`src/rtl/cxalu_pkg.sv`:
```
// Shared constants, operation codes and the CORDIC arctangent table for the complex ALU.
// No dependencies; the files that use it refer to it by scoped names.
package cxalu_pkg;

	localparam int unsigned DATA_WIDTH_DEF    = 16;
	localparam int unsigned FRAC_BITS_DEF     = 12;
	localparam int unsigned CORDIC_STAGES_DEF = 16;

	localparam int unsigned FUNC_W     = 3;
	localparam int unsigned GUARD      = 2;
	localparam int unsigned ANG_BITS   = 30;
	// signed angle, |z| < 4 rad
	localparam int unsigned ANG_W      = ANG_BITS + 3;
	localparam int unsigned GAIN_W     = 30;
	localparam int unsigned GAIN_SPLIT = 15;

	localparam logic [ANG_BITS:0] HALF_PI  = 31'd1686629713;
	localparam logic [GAIN_W-1:0] INV_GAIN = 30'd652032874;

	typedef logic [FUNC_W-1:0] func_t;

	localparam func_t FN_ADD   = 3'd0;
	localparam func_t FN_SUB   = 3'd1;
	localparam func_t FN_MUL   = 3'd2;
	localparam func_t FN_SCALE = 3'd3;
	localparam func_t FN_EQ    = 3'd4;
	localparam func_t FN_POLAR = 3'd5;

	// atan(2^-i), 30 fraction bits, rounded to nearest
	function automatic logic [ANG_BITS:0] atan_q30(input int unsigned i);
		logic [ANG_BITS:0] r;
		case (i)
			0: r = 31'd843314857;
			1: r = 31'd497837829;
			2: r = 31'd263043837;
			3: r = 31'd133525159;
			4: r = 31'd67021687;
			5: r = 31'd33543516;
			6: r = 31'd16775851;
			7: r = 31'd8388437;
			8: r = 31'd4194283;
			9: r = 31'd2097149;
			default: r = (i <= ANG_BITS) ? (31'd1 << (ANG_BITS - i)) : '0;
		endcase
		return r;
	endfunction

endpackage

```
`src/rtl/cxalu_cell.sv`:
```
// One CORDIC vectoring cell: a fixed-shift micro-rotation plus a pass-through word.
// Depends on cxalu_pkg for the arctangent table.
module cxalu_cell #(
	parameter int unsigned STAGE = 0,
	parameter int unsigned XW    = 21,
	parameter int unsigned SW    = 83
) (
	input  logic                                 clk,
	input  logic                                 arst_n,
	input  logic                                 en,
	input  logic                                 prev_valid,
	input  logic signed [XW-1:0]                 prev_x,
	input  logic signed [XW-1:0]                 prev_y,
	input  logic signed [cxalu_pkg::ANG_W-1:0]   prev_z,
	input  logic        [SW-1:0]                 prev_side,
	output logic                                 next_valid,
	output logic signed [XW-1:0]                 next_x,
	output logic signed [XW-1:0]                 next_y,
	output logic signed [cxalu_pkg::ANG_W-1:0]   next_z,
	output logic        [SW-1:0]                 next_side
);

	localparam int unsigned ZW = cxalu_pkg::ANG_W;
	localparam logic signed [ZW-1:0] ATAN = ZW'(cxalu_pkg::atan_q30(STAGE));

	logic signed [XW-1:0] dx, dy, x_d, y_d;
	logic signed [ZW-1:0] z_d;
	logic                 valid_q;
	logic signed [XW-1:0] x_q, y_q;
	logic signed [ZW-1:0] z_q;
	logic        [SW-1:0] side_q;

	always_comb begin
		dx = prev_y >>> STAGE;
		dy = prev_x >>> STAGE;
		if (!prev_y[XW-1]) begin
			x_d = prev_x + dx;
			y_d = prev_y - dy;
			z_d = prev_z + ATAN;
		end else begin
			x_d = prev_x - dx;
			y_d = prev_y + dy;
			z_d = prev_z - ATAN;
		end
	end

	always_ff @(posedge clk or negedge arst_n) begin
		if (!arst_n) begin
			valid_q <= 1'b0;
		end else if (en) begin
			valid_q <= prev_valid;
		end
	end

	always_ff @(posedge clk) begin
		if (en) begin
			x_q    <= x_d;
			y_q    <= y_d;
			z_q    <= z_d;
			side_q <= prev_side;
		end
	end

	assign next_valid = valid_q;
	assign next_x     = x_q;
	assign next_y     = y_q;
	assign next_z     = z_q;
	assign next_side  = side_q;

endmodule

```
`config.mk`:
```
export PLATFORM = sky130hd
export DESIGN_NAME = cxalu_cell
export DESIGN_NICKNAME = d
export VERILOG_FILES = /design/src/rtl/cxalu_pkg.sv /design/src/rtl/cxalu_cell.sv
export SDC_FILE = /design/constraint.sdc
export NUM_CORES = 1
export LEC_CHECK = 0
export BUFFER_PORTS_ARGS = -buffer_cell sky130_fd_sc_hd__buf_4
export CORE_MARGIN = 2
export CORE_UTILIZATION = 30
export DETAILED_ROUTE_END_ITERATION = 8
export PLACE_DENSITY = 0.55
export SYNTH_ARGS = -nofsm -noshare
export SYNTH_HDL_FRONTEND = slang
export SYNTH_SLANG_ARGS = --single-unit
```
`constraint.sdc`:
```
create_clock -name clk -period 1.55 [get_ports clk]
set_input_delay 0.465 -clock clk [delete_from_list [all_inputs] [get_ports clk]]
set_output_delay 0.465 -clock clk [all_outputs]
set_load 0.05 [all_outputs]
```
# == Word level (Yosys, flattened, before mapping) ==
# Cells that the tools add are included.
# word_totals
ff_bits,159
output_inout_bits,159
wordCells,13
# classes
add_sub_neg,5
muxes,3
# ops
op,count
$mux W21,2
$sub A21 B21 Y21,2
$add A33 B31 Y33 const B,1
$mux W33,1
$sub A33 B31 Y33 const B,1
$add A21 B21 Y21,1

# == Depth between registers and ports, before layout ==
# Gate-level depths: netlist of the first run.
# logic_depth
word_depth,2
ltp_mapped,13

# == Worst setup path before layout of the first run ==
# OpenSTA, ideal clock, no wires.
# synth_path
path_kind,input port to flip-flop
from,in prev_y[20]
to,"reg z_q[32] (netlist: next_z[32]), data pin"
t_arrival_ns,3.402
t_required_ns,1.289
slack_ns,-2.112
stages,11
path_buffers,2
path_cell_list,clkbuf_1 inv_1 clkbuf_1 ha_1 nand2_2 o31a_1 a221o_1 a21bo_2 a2111oi_4 nor2_2 o311a_1
# synth_via
elab_chain_cells,1
# synth_rtl
item,line,text
start: declaration,cxalu_cell.sv:13,"input logic signed [XW-1:0] prev_y,"
$mux W33,cxalu_cell.sv:36,if (!prev_y[XW-1]) begin
named net z_d[32],cxalu_cell.sv:27,logic signed [ZW-1:0] z_d;
end signal: assignment,cxalu_cell.sv:59,z_q <= z_d;
end: declaration,cxalu_cell.sv:30,logic signed [ZW-1:0] z_q;
# The timed path passes the listed nets, and every way through them passes these cells.
# A chain may end at the register's enable or synchronous reset.

# == Final worst setup path of the first run ==
# layout_path
from,in prev_y[20]
to,"reg z_q[26] (netlist: next_z[26]), data pin"
# The elaborated chain is that of the path after synthesis.

==> results of run 1 <==
cell usage after synthesis (3+ instances only):
cell	instances
sky130_fd_sc_hd__edfxtp_1	157
sky130_fd_sc_hd__a221oi_1	3
sky130_fd_sc_hd__and3_1	4
sky130_fd_sc_hd__or3_1	6
sky130_fd_sc_hd__xor2_1	18
sky130_fd_sc_hd__nand2b_1	8
sky130_fd_sc_hd__a221o_1	3
sky130_fd_sc_hd__o21ai_1	6
sky130_fd_sc_hd__ha_1	91
sky130_fd_sc_hd__nand4_1	6
sky130_fd_sc_hd__o21bai_1	17
sky130_fd_sc_hd__nand3_1	15
sky130_fd_sc_hd__nor4_1	3
sky130_fd_sc_hd__nor2_1	53
sky130_fd_sc_hd__xnor2_1	46
sky130_fd_sc_hd__a2111oi_0	3
sky130_fd_sc_hd__buf_2	7
sky130_fd_sc_hd__nor2b_1	12
sky130_fd_sc_hd__o31ai_1	6
sky130_fd_sc_hd__mux2i_1	9
sky130_fd_sc_hd__fa_1	4
sky130_fd_sc_hd__a21oi_1	80
sky130_fd_sc_hd__a21o_1	22
sky130_fd_sc_hd__or2_2	4
sky130_fd_sc_hd__a31oi_1	11
sky130_fd_sc_hd__a211oi_1	6
sky130_fd_sc_hd__o211ai_1	6
sky130_fd_sc_hd__nand3b_1	3
sky130_fd_sc_hd__o21ai_0	51
sky130_fd_sc_hd__o311a_1	3
sky130_fd_sc_hd__nor3_1	15
sky130_fd_sc_hd__nand2_1	52
sky130_fd_sc_hd__o31a_1	5
sky130_fd_sc_hd__o21a_1	10
sky130_fd_sc_hd__o41ai_1	3
sky130_fd_sc_hd__buf_4	3
sky130_fd_sc_hd__buf_1	4
sky130_fd_sc_hd__inv_1	72
sky130_fd_sc_hd__nor4b_1	3
sky130_fd_sc_hd__clkbuf_1	11
flip-flops by register name, indices dropped and copies added, names as in the netlist:
name and cells:
next_side 83, next_z 33, next_y 21, next_x 20
next_valid 1
critical path: stages:
cell	delay, ns
sky130_fd_sc_hd__buf_12	0.13
sky130_fd_sc_hd__ha_1	0.33
sky130_fd_sc_hd__nand2_2	0.08
sky130_fd_sc_hd__o31a_1	0.26
sky130_fd_sc_hd__a221o_1	0.35
sky130_fd_sc_hd__a21bo_4	0.27
sky130_fd_sc_hd__a2111oi_4	0.34
sky130_fd_sc_hd__nand2b_4	0.21
sky130_fd_sc_hd__a41oi_2	0.10
sky130_fd_sc_hd__xnor2_1	0.14
through the flow:
step	worst slack, ns	util
2_1_floorplan	-1.45	-
3_3_place_gp	-1.49	0.473
3_5_place_dp	-1.49	0.473
4_1_cts	-0.908	0.530
5_1_grt	-1.02	0.545
6_report	-0.956	0.545
kinds of logic (layout without fill, tap and decap cells):
group | after synthesis | in the layout | share of synthesized area
AO/OA/AOI/OAI | 255 | 255 | 0.171
AND/OR/NAND/NOR | 198 | 198 | 0.100
flip-flops | 158 | 158 | 0.492
buffers and inverters | 100 | 745 | 0.0426
adder cells (fa/ha/maj) | 95 | 95 | 0.126
XOR/XNOR | 64 | 64 | 0.0582
multiplexers | 10 | 10 | 0.0105
per-layer routing:
layer  up-vias  wire (um)  global-route usage
met3        46       1420              0.0316
li1       4494          -                   -
met4         2        903              0.0685
met1      4313      13600               0.232
met5         -         14                   0
met2       255      15900               0.315
cell type report:
type / instances / area (um2) / area share
Clock inverter: 15 / 158 / 0.00915
Inverter: 73 / 320 / 0.0186
Clock buffer: 17 / 425 / 0.0247
Timing Repair Buffer: 640 / 5150 / 0.299
Multi-Input combinational cell: 622 / 5940 / 0.345
Sequential cell: 158 / 4740 / 0.275
Tap cell: 402 / 503 / 0.0292
what timing repair did:
action                     in CTS  in global routing
pin swaps                     109                 94
buffers inserted               36                 21
gates resized for setup       194                 91
hold endpoints to repair        1                  0
setup endpoints to repair      71                 71
hold buffers                    1                  0
worst paths after layout:
kind                            endpoint  slack [ns]
min                        next_side[60]        0.20
min in group asynchronous     next_valid        0.40
max                           next_z[26]       -0.96
max in group asynchronous     next_valid        1.07
min reg2reg                   next_valid        0.52
max reg2reg                   next_valid        0.81
power by group through the flow:
stage	combinational, uW	clock (uW)	sequential, uW
6_report	7010	4120	5510
3_3_place_gp	6120	0	5590
5_1_grt	7410	4390	5560
2_1_floorplan	1850	0	7370
3_5_place_dp	6170	0	5610
4_1_cts	6720	4230	5520
==> reports/summary.md, run 1 <==
Initial antenna violation count: 1. The number of global-route vias before repair was 8981. The type of element capturing the critical path was a flop. The post-synthesis sequential area ratio is 0.492. For the clock power share, the log shows 0.248. Startpoint of the worst hold path: prev_side[60]. The vias after detailed routing is 9110. Yosys attributes the largest share of cell area to sky130_fd_sc_hd__edfxtp_1 (49%), sky130_fd_sc_hd__ha_1 (12%), sky130_fd_sc_hd__xnor2_1 (4.2%). The DRC violation count after routing came out at 0. The share of the clock period used by the worst path after layout came out at 1.62. The run gives 408 as the DRC marker count from the first detailed-route iteration. Summed over all nets, the switching power comes to 6080 uW. The root buffer cell was sky130_fd_sc_hd__clkbuf_16. On the final layout, the worst clock skew is 0 ns. The layout has 2717 filler cells. The final reports fail on setup timing. In this run the deepest clock path goes through 2 buffers.

The antenna cell count came out at 0. For the finished layout cell area, the log shows 17200 um2. The tools report the number of max-slew violations in the final report as 0. Startpoint of the most critical register-to-register path: next_valid. The die span in y was 183 um; the area share of the largest cell type after synthesis was 0.489.

Switching part of the total: 0.366. TritonCTS built the clock tree. Static timing analysis puts the maximum clock frequency at 0.399 GHz. First-pass iteration count of the detailed router: 5. For the final routed database, the setup TNS stands at -37.40 ns.

During placement, the flow inserted port buffers numbering 320. For the area inside the core boundary, the log shows 31600 um2. The largest net degree at the start of global routing was 56. The logs give 47900 um for the wire length of the first global-routing pass and 17 for the total CTS buffers. After the last flow step, the layout net total stands at 1769. The number of hold violations in the final report is 0, and the weighted congestion reported at the end of routability-driven placement is 0.842. Data arrives at the worst endpoint at 2.70 ns. The minimum period implied by the final worst setup slack was 2.51 ns; the width of the die was 183 um. The worst path setup slack after routing was -0.956 ns.

The count of endpoints failing setup in the final report was 62; the portion of total power attributed to combinational logic was 0.421. Register bit total from synthesis: 158. Fraction of final layout cells with drive strength greater than 1: 0.587. In this run the worst path has a maximum fanout of 6.

The synthesized design contains 157 enable-type register cells. In this run the number of H-tree levels came out at 4. The flow ran to the end, but the final reports show violations.

The proportion of synthesized flip-flops having asynchronous set or reset works out to 0.00633. The HPWL after detailed placement is 24600 um. The cell count after synthesis came out at 880. Setup repair after global routing could not meet its margin everywhere. The cell count of the worst hold path was 1. The worst setup path is launched from an input port. The depth of the most critical reg-to-reg path is 1, and the cell total after placement is 1849. For this run, the number of Yosys warnings is 0.

Final hold analysis gives a worst-case slack of 0.202 ns. In the synthesized netlist the dominant register cell turns out to be sky130_fd_sc_hd__edfxtp_1. The total overflow left after global routing is 0. In this run, distinct cell masters in the synthesized netlist total 71. Clock-pin slew was measured on the worst setup and hold paths at 0.07 ns. For the source-to-sink clock delay at the later pin of the worst-skew pair, the log shows 0.43 ns.

The most common cell after layout, fill and taps aside was sky130_fd_sc_hd__buf_4. The count of cells in the finished layout, fillers not included, comes to 1927. Power density over the cells: 965 nW/um2. The tools report the clock net sink count as 158.

Area added between synthesis and finish: 78.9%. The max-capacitance violation count is 0, and the internal power consumption is 10600 uW. The number of nets in the synthesized netlist is 1137. Summing internal, switching and leakage power gives 16600 uW. For this design the top-level I/O count stands at 321.

The critical path starts at prev_y[20]. The largest voltage drop on the vdd net is 0.630 mV, and the effective utilization at floorplan is 0.305. Overall global routing resource usage: 0.184. The sequential share of power was 0.331. After detailed routing, the total wire length is 31900 um. The die area was 33600 um2. The top cell types in the final layout, fill and taps aside, are sky130_fd_sc_hd__buf_4 (575), sky130_fd_sc_hd__edfxtp_1 (157), sky130_fd_sc_hd__ha_1 (60). The average vias per placed instance is 4.73.

The synthesized netlist occupies a cell area of 9640 um2. Area after detailed placement: 15000 um2. At the worst endpoint, the required time is 1.74 ns. The average instance in the mapped netlist occupies 11.0 um2. The path class of the tightest hold or removal check is input port to flop. In this run the remaining antenna-violating nets after routing total 0. The slew of the pin with the lowest slew margin was 0.503 ns. Largest area contributor in the netlist: sky130_fd_sc_hd__edfxtp_1. Row generation in the floorplan step produced 65 rows. Worst relative slew slack: 0.656. The analysis attributes to cell leakage a power of 0.00751 uW.

The average wire length per cell after detail routing works out to 16.5 um. The worst setup path is of the input port to flop kind.
Power figures use the tool's default switching activity.
==> run 2, diff against run 1 <==
PLACE_DENSITY = unset   (was 0.55)
==> run 2 against run 1 <==
Against the previous run:
- the run still ends with setup timing left
- core utilization decreased by 0.18 points
- setup slack got worse by 0.10 ns
- sequential share of layout area increased by 0.090 points
- routed wire length increased by 0.42%
- highest routed layer is now met4
- cell count decreased by 0.31%
- design area decreased by 0.33%
==> reports/summary.md, run 2 (synthesis gave the netlist of run 1 again) <==
For the non-filler instance count after layout, the log shows 1921 (-0.31%). Biggest fanout along the worst timing path: 3 (-3). STA classifies the critical path startpoint as an input port.

The vias after detailed routing was 9056 (-0.59%). The run gives 65 (unchanged) as the number of placement rows. The logs give 0 (unchanged) for the leftover overflow at the end of global routing and 0 (unchanged) for the max-capacitance violation count. The number of hold violations in the final report is 0 (unchanged), and the peak clock frequency supported by timing is 0.384 GHz (-3.8%). The overall routed net length is 32000 um (+0.42%), and the source-to-sink clock delay at the later pin of the worst-skew pair is 0.43 ns (about the same).

The class of the most critical hold timing path was input port to flop. The logs give 8993 (+0.13%) for the number of global-route vias before repair and 0 ns (unchanged) for the clock tree skew after final layout. For the count of endpoints failing setup in the final report, the log shows 63 (+1.6%).

The initial antenna violation count was 0 (-1); the DRC violation count after routing was 0 (unchanged). The category of the critical setup timing path is input port to flop. TritonCTS built the clock tree. Type of element capturing the critical path: a flop.

The met1 routing resource usage after global routing was 0.222 (-0.0102). Tracing the worst setup path back leads to its startpoint at prev_x[0]. The logs give 158 (unchanged) for the clock net sink count and 0 (unchanged) for the number of nets with antenna violations after routing. For the overall global routing resource usage, the log shows 0.183 (-0.000486). The antenna cell count is 0 (unchanged), and the effective utilization at floorplan is 0.305 (unchanged). The worst path setup slack after routing was -1.06 ns (-0.0998 ns).

The run gives 17 (unchanged) as the total CTS buffers. The flip-flop count of the largest register, all copies and words added was 83 (unchanged). CTS placed an instance of sky130_fd_sc_hd__clkbuf_16 at the clock tree root. The tools report the startpoint of the worst hold path as prev_side[43]. The run gives 24400 um (-0.56%) as the estimated wirelength of the detail-placed design.

The average vias per placed instance came out at 4.71 (-0.28%). The run gives 58 (+3.6%) as the largest net degree at the start of global routing. The final reports fail on setup timing.

I/O pin count: 321 (unchanged). The startpoint of the most critical register-to-register path is next_valid. Die area: 33600 um2 (unchanged). The share of the clock period used by the worst path after layout was 1.68 (+0.0644). The run gives 0.0290 (-0.00258) as the met3 routing resource usage after global routing. The wire length of the first global-routing pass was 47900 um (about the same); the overall power of the completed layout was 16500 uW (-0.95%). The run finished, with violations left.

The deepest level of the CTS H-tree came out at 4 (unchanged). The tools report the area after detailed placement as 14900 um2 (-0.55%). Setup repair after global routing could not meet its margin everywhere. The count of input and output buffers is 320 (unchanged). The tools report the number of max-slew violations in the final report as 0 (unchanged). The area growth from synthesis to layout is 78.3%. The clock edge transition at the registers on the reported setup and hold paths works out to 0.07 ns (about the same).

For the DRC marker count from the first detailed-route iteration, the log shows 366 (-10%). The logs give 1.72 ns (-0.02 ns) for the required time reported for the critical path endpoint and 2.77 ns (+0.07 ns) for the arrival time of the worst setup path. Finished layout cell area: 17200 um2 (-0.33%). The tools report the first-pass iteration count of the detailed router as 5 (unchanged). The busiest metal layer after global routing was met2.

The logs give 0.654 (-0.00132) for the worst relative slew slack and 0.331 (+0.0153) for the met2 capacity usage during global routing. The cell total after placement came out at 1838 (-0.59%). Width of the die: 183 um (unchanged).

The average wire length per cell after detail routing is 16.7 um (+0.73%). The slew of the pin with the lowest slew margin was 0.505 ns (+0.00193 ns). For the area inside the core boundary, the log shows 31600 um2 (unchanged).

The power density over the cells came out at 959 nW/um2 (-0.63%). The fraction of final layout cells with drive strength greater than 1 came out at 0.587 (about the same). The tools report the weighted congestion reported at the end of routability-driven placement as 0.877 (+4.3%). Maximum number of buffers from clock root to sink: 2 (unchanged). Leaving out fill and tap cells, the most frequent cell in the layout is sky130_fd_sc_hd__buf_4. The tools report the leakage power summed over all cells as 0.00749 uW (-0.21%). The largest voltage drop on the vdd net was 0.628 mV (-0.19%); the die span in y was 183 um (unchanged). The net count reported at finish was 1763 (-0.34%).

The minimum period implied by the final worst setup slack was 2.61 ns (+0.0998 ns). Leaving out fill and tap cells, the most frequent cells in the layout are sky130_fd_sc_hd__buf_4 (563), sky130_fd_sc_hd__edfxtp_1 (157), sky130_fd_sc_hd__ha_1 (59).
-- run 2: changes by cell type in the layout (fill, tap and decap cells not counted), sizes merged --
cell,before,now
buf,639,633
clkinv,5,9
clkinvlp,6,2
bufinv,1,0
inv,76,77
-- run 2: worst paths after layout --
kind	slack (ns)	to	depth (start not counted)
setup / recovery	-1.06	next_x[18]	13
hold / removal	0.20	next_side[43]	1
setup reg to reg	0.79	next_valid	1
hold reg to reg	0.54	next_valid	1
max in group asynchronous	1.11	next_valid	2
min in group asynchronous	0.36	next_valid	2
-- run 2: layer usage --
metal / part of all wire / vias up
met5: 0 / -
met4: 0.022 / 0
met3: 0.040 / 41
met2: 0.52 / 240
met1: 0.42 / 4296
li1: - / 4479
-- run 2: report_power, final --
group / internal (uW) / switching (uW) / total, uW
logic: 2930 / 4050 / 6980
clock network: 2100 / 1870 / 3970
registers: 5350 / 181 / 5530
-- run 2: repair_timing --
item                                    4_1_cts  5_1_grt
endpoints found under the setup margin       72       69
pin swaps                                   122       94
cloned                                        1        0
hold buffers                                  1        0
endpoints found under the hold margin         1        0
resized for setup                           203       86
buffers inserted                             35       28
-- run 2: cell type report --
type	instances	area, um2
clock buffers	17	425
clock inverters	15	129
fillers	2689	14500
inverters	73	320
multi-input cells	622	5920
flip-flops and latches	158	4740
well taps	402	503
repair buffers	634	5140
-- run 2: metrics by stage --
| stage | TNS, ns | worst slack [ns] | hold slack (ns) | util |
|---|---|---|---|---|
| after detailed placement | -73.77 | -1.60 | 0.244 | 0.470 |
| after floorplan | -48.52 | -1.45 | 0.169 | - |
| after CTS | -37.22 | -1.00 | 0.178 | 0.528 |
| after global placement | -73.28 | -1.57 | 0.243 | 0.470 |
| after global routing | -44.09 | -1.10 | 0.181 | 0.543 |
| final | -40.05 | -1.06 | 0.202 | 0.543 |
-- run 2: critical path, stage by stage --
cell,delay (ns)
sky130_fd_sc_hd__buf_12,0.10
sky130_fd_sc_hd__inv_12,0.03
sky130_fd_sc_hd__ha_4,0.15
sky130_fd_sc_hd__fa_2,0.34
sky130_fd_sc_hd__nand2b_4,0.17
sky130_fd_sc_hd__a2111oi_4,0.34
sky130_fd_sc_hd__nor4b_2,0.12
sky130_fd_sc_hd__o31ai_2,0.33
sky130_fd_sc_hd__buf_4,0.17
sky130_fd_sc_hd__and2_4,0.13
sky130_fd_sc_hd__and3_1,0.19
sky130_fd_sc_hd__o41ai_2,0.08
sky130_fd_sc_hd__xnor2_1,0.15
==> run 3, diff against run 2 <==
CORE_UTILIZATION = 37   (was 30)
==> run 3 against run 2 <==
Against the previous run:
- sequential share of layout area up 0.19 points
- design area decreased by 0.68%
- highest routed layer unchanged
- the flow still finishes with violations (setup timing)
- global-route usage rose by 4.9 points
- core utilization rose by 12 points
- via count is 2.4% higher
- non-clock buffer count unchanged
==> reports/summary.md, run 3 (synthesis gave the netlist of run 1 again) <==
For the first-pass iteration count of the detailed router, the log shows 5 (unchanged). The category of the critical setup timing path was input port to flop. The logs give 1763 (unchanged) for the net count reported at finish and 0 (unchanged) for the leftover overflow at the end of global routing. The max-capacitance violation count is 0 (unchanged), and the effective utilization at floorplan is 0.373 (+0.0684). The clock power share was 0.257 (+0.016); the leakage power summed over all cells was 0.00750 uW (+0.10%). The tools report the number of max-slew violations in the final report as 0 (unchanged). The I/O pin count was 321 (unchanged); the average vias per placed instance was 5.00 (+6.0%).

The run finished, with violations left. For the initial antenna violation count, the log shows 1 (+1). The switching part of the total is 0.377 (+0.00764).

For the wire length of the first global-routing pass, the log shows 48400 um (+1.2%). The area added between synthesis and finish was 77.1%; the biggest fanout along the worst timing path was 3 (unchanged). The width of the die works out to 165 um (-9.7%). The flip-flop count of the largest register, all copies and words added works out to 83 (unchanged). Setup repair after global routing could not meet its margin everywhere. TritonCTS built the clock tree. Required time reported for the critical path endpoint: 1.71 ns (about the same). In this run the clock root is driven by a sky130_fd_sc_hd__clkbuf_16.

The estimated wirelength of the detail-placed design is 24800 um (+1.5%). The worst relative slew slack was 0.670 (+0.0160). Number of hold violations in the final report: 0 (unchanged).

STA classifies the critical path startpoint as an input port. For the internal power consumption, the log shows 10400 uW (+0.57%). The DRC marker count from the first detailed-route iteration is 624 (+70%). Peak clock frequency supported by timing: 0.392 GHz (+2.1%). The library cells used most frequently in the layout, excluding fill and tap cells, are sky130_fd_sc_hd__buf_4 (567), sky130_fd_sc_hd__edfxtp_1 (157), sky130_fd_sc_hd__ha_1 (64). The count of endpoints failing setup in the final report was 62 (-1.6%). The minimum period implied by the final worst setup slack was 2.55 ns (-0.0545 ns); the slew of the pin with the lowest slew margin was 0.494 ns (-0.0109 ns). The area after detailed placement is 14800 um2 (-0.41%), and the share of the clock period used by the worst path after layout is 1.65 (-0.0352). The average wire length per cell after detail routing was 17.6 um (+5.6%); the overall routed net length was 32600 um (+2.0%). The run gives 0.414 (-0.010) as the portion of total power attributed to combinational logic. The deepest level of the CTS H-tree was 4 (unchanged). The library cell used most frequently in the layout, excluding fill and tap cells, is sky130_fd_sc_hd__buf_4.

The run gives 0 (unchanged) as the number of nets with antenna violations after routing. The largest net degree at the start of global routing is 58 (unchanged), and the weighted congestion reported at the end of routability-driven placement is 0.913 (+4.1%). The overall global routing resource usage is 0.232 (+0.0486), and the worst hold slack after final layout is 0.203 ns (+0.000998 ns). For the number of placement rows, the log shows 59 (-9.2%). Number of global-route vias before repair: 8978 (-0.17%). The DRC violation count after routing is 0 (unchanged), and the die span in y is 165 um (-9.7%).

The clock tree skew after final layout was 0 ns (unchanged). Die area: 27400 um2 (-19%). The tools report the worst path setup slack after routing as -1.00 ns (+0.0545 ns). The largest voltage drop on the vdd net is 0.672 mV (+6.9%), and the count of input and output buffers is 320 (unchanged).

For the source-to-sink clock delay at the later pin of the worst-skew pair, the log shows 0.43 ns (about the same). The tools report the vias after detailed routing as 9272 (+2.4%). The checks that failed: setup timing.

The area inside the core boundary came out at 25800 um2 (-18%). For the clock net sink count, the log shows 158 (unchanged). The run gives 2.71 ns (-0.06 ns) as the arrival time of the worst setup path.

Power dissipated by switching net loads: 6330 uW (+3.9%). The worst slack after detailed placement is -1.55 ns (+0.0495 ns), and the power density over the cells is 983 nW/um2 (+2.5%). For the finished layout cell area, the log shows 17100 um2 (-0.68%). The maximum number of buffers from clock root to sink is 2 (unchanged). Fraction of final layout cells with drive strength greater than 1: 0.585 (-0.00132). The total CTS buffers is 17 (unchanged). The clock edge transition at the registers on the reported setup and hold paths is 0.08 ns (about the same), and the sequential share of power is 0.328 (-0.008). The class of the most critical hold timing path is input port to flop.

The worst setup path is captured at a flop.
==> run 3: changes by cell type in the layout (fill, tap and decap cells not counted), moves of 3 or more <==
| cell | delta |
|---|---|
| sky130_fd_sc_hd__nor3_2 | -3 |
| sky130_fd_sc_hd__nand3_2 | +3 |
| sky130_fd_sc_hd__buf_4 | +4 |
| sky130_fd_sc_hd__clkinv_8 | +6 |
| sky130_fd_sc_hd__ha_2 | -3 |
| sky130_fd_sc_hd__inv_6 | -4 |
| sky130_fd_sc_hd__ha_1 | +5 |
| sky130_fd_sc_hd__o21ai_2 | +5 |
| sky130_fd_sc_hd__o21ai_1 | -5 |
==> run 3: area by class of cell <==
class                   count  area [um2]
fillers                  2006        8770
multi-input cells         622        5850
repair buffers            634        5110
flip-flops and latches    158        4740
clock buffers              17         425
well taps                 335         419
inverters                  73         318
clock inverters            15         198
diodes                      1        2.50
==> run 3: worst paths after layout <==
kind | from | end | slack (ns) | cells past startpoint
min in group asynchronous | arst_n | next_valid | 0.35 | 2
min reg2reg | next_valid | next_valid | 0.54 | 1
min | prev_side[54] | next_side[54] | 0.20 | 1
max in group asynchronous | arst_n | next_valid | 1.12 | 2
max | prev_x[1] | next_x[16] | -1.00 | 15
max reg2reg | next_valid | next_valid | 0.79 | 1
==> run 3: timing repair <==
| action | in CTS | in global routing |
|---|---|---|
| buffers inserted | 41 | 22 |
| pin swaps | 116 | 93 |
| hold endpoints to repair | 1 | 0 |
| endpoints found under the setup margin | 66 | 72 |
| hold buffers | 1 | 0 |
| resized for setup | 181 | 99 |
==> run 3: worst max-delay path: stages <==
cell and delay, ns:
sky130_fd_sc_hd__buf_8 0.08, sky130_fd_sc_hd__clkinvlp_4 0.12, sky130_fd_sc_hd__buf_6 0.15, sky130_fd_sc_hd__buf_6 0.10, sky130_fd_sc_hd__fa_2 0.40, sky130_fd_sc_hd__o21bai_4 0.14, sky130_fd_sc_hd__a221oi_2 0.08, sky130_fd_sc_hd__o211ai_1 0.17
sky130_fd_sc_hd__buf_4 0.18, sky130_fd_sc_hd__a21oi_4 0.07, sky130_fd_sc_hd__buf_4 0.14, sky130_fd_sc_hd__buf_6 0.11, sky130_fd_sc_hd__o31ai_4 0.22, sky130_fd_sc_hd__a21oi_2 0.09, sky130_fd_sc_hd__xor2_1 0.18
==> run 3: layer usage <==
metal	vias to the layer above	wire length, um	global-route usage
li1	4484	-	-
met1	4429	13600	0.302
met3	48	2040	0.0430
met5	-	0	0
met2	311	16200	0.396
met4	0	767	0.0658
==> run 3: power groups by stage <==
stage,clock (uW),sequential (uW),combinational [uW]
after floorplan,0,7370,1850
after global placement,0,5590,6050
after detailed placement,0,5600,6100
after CTS,4410,5510,6630
after global routing,4590,5550,7340
final,4320,5510,6950
==> run 3: stage by stage <==
stage | util | TNS (ns) | std cells | power [uW]
4_1_cts | 0.641 | -37.03 | 1841 | 16500
5_1_grt | 0.660 | -42.50 | 1854 | 17500
3_5_place_dp | 0.573 | -74.36 | 1774 | 11700
2_1_floorplan | - | -48.52 | 880 | 9220
3_3_place_gp | 0.573 | -73.58 | 1774 | 11600
6_report | 0.660 | -39.71 | 1855 | 16800
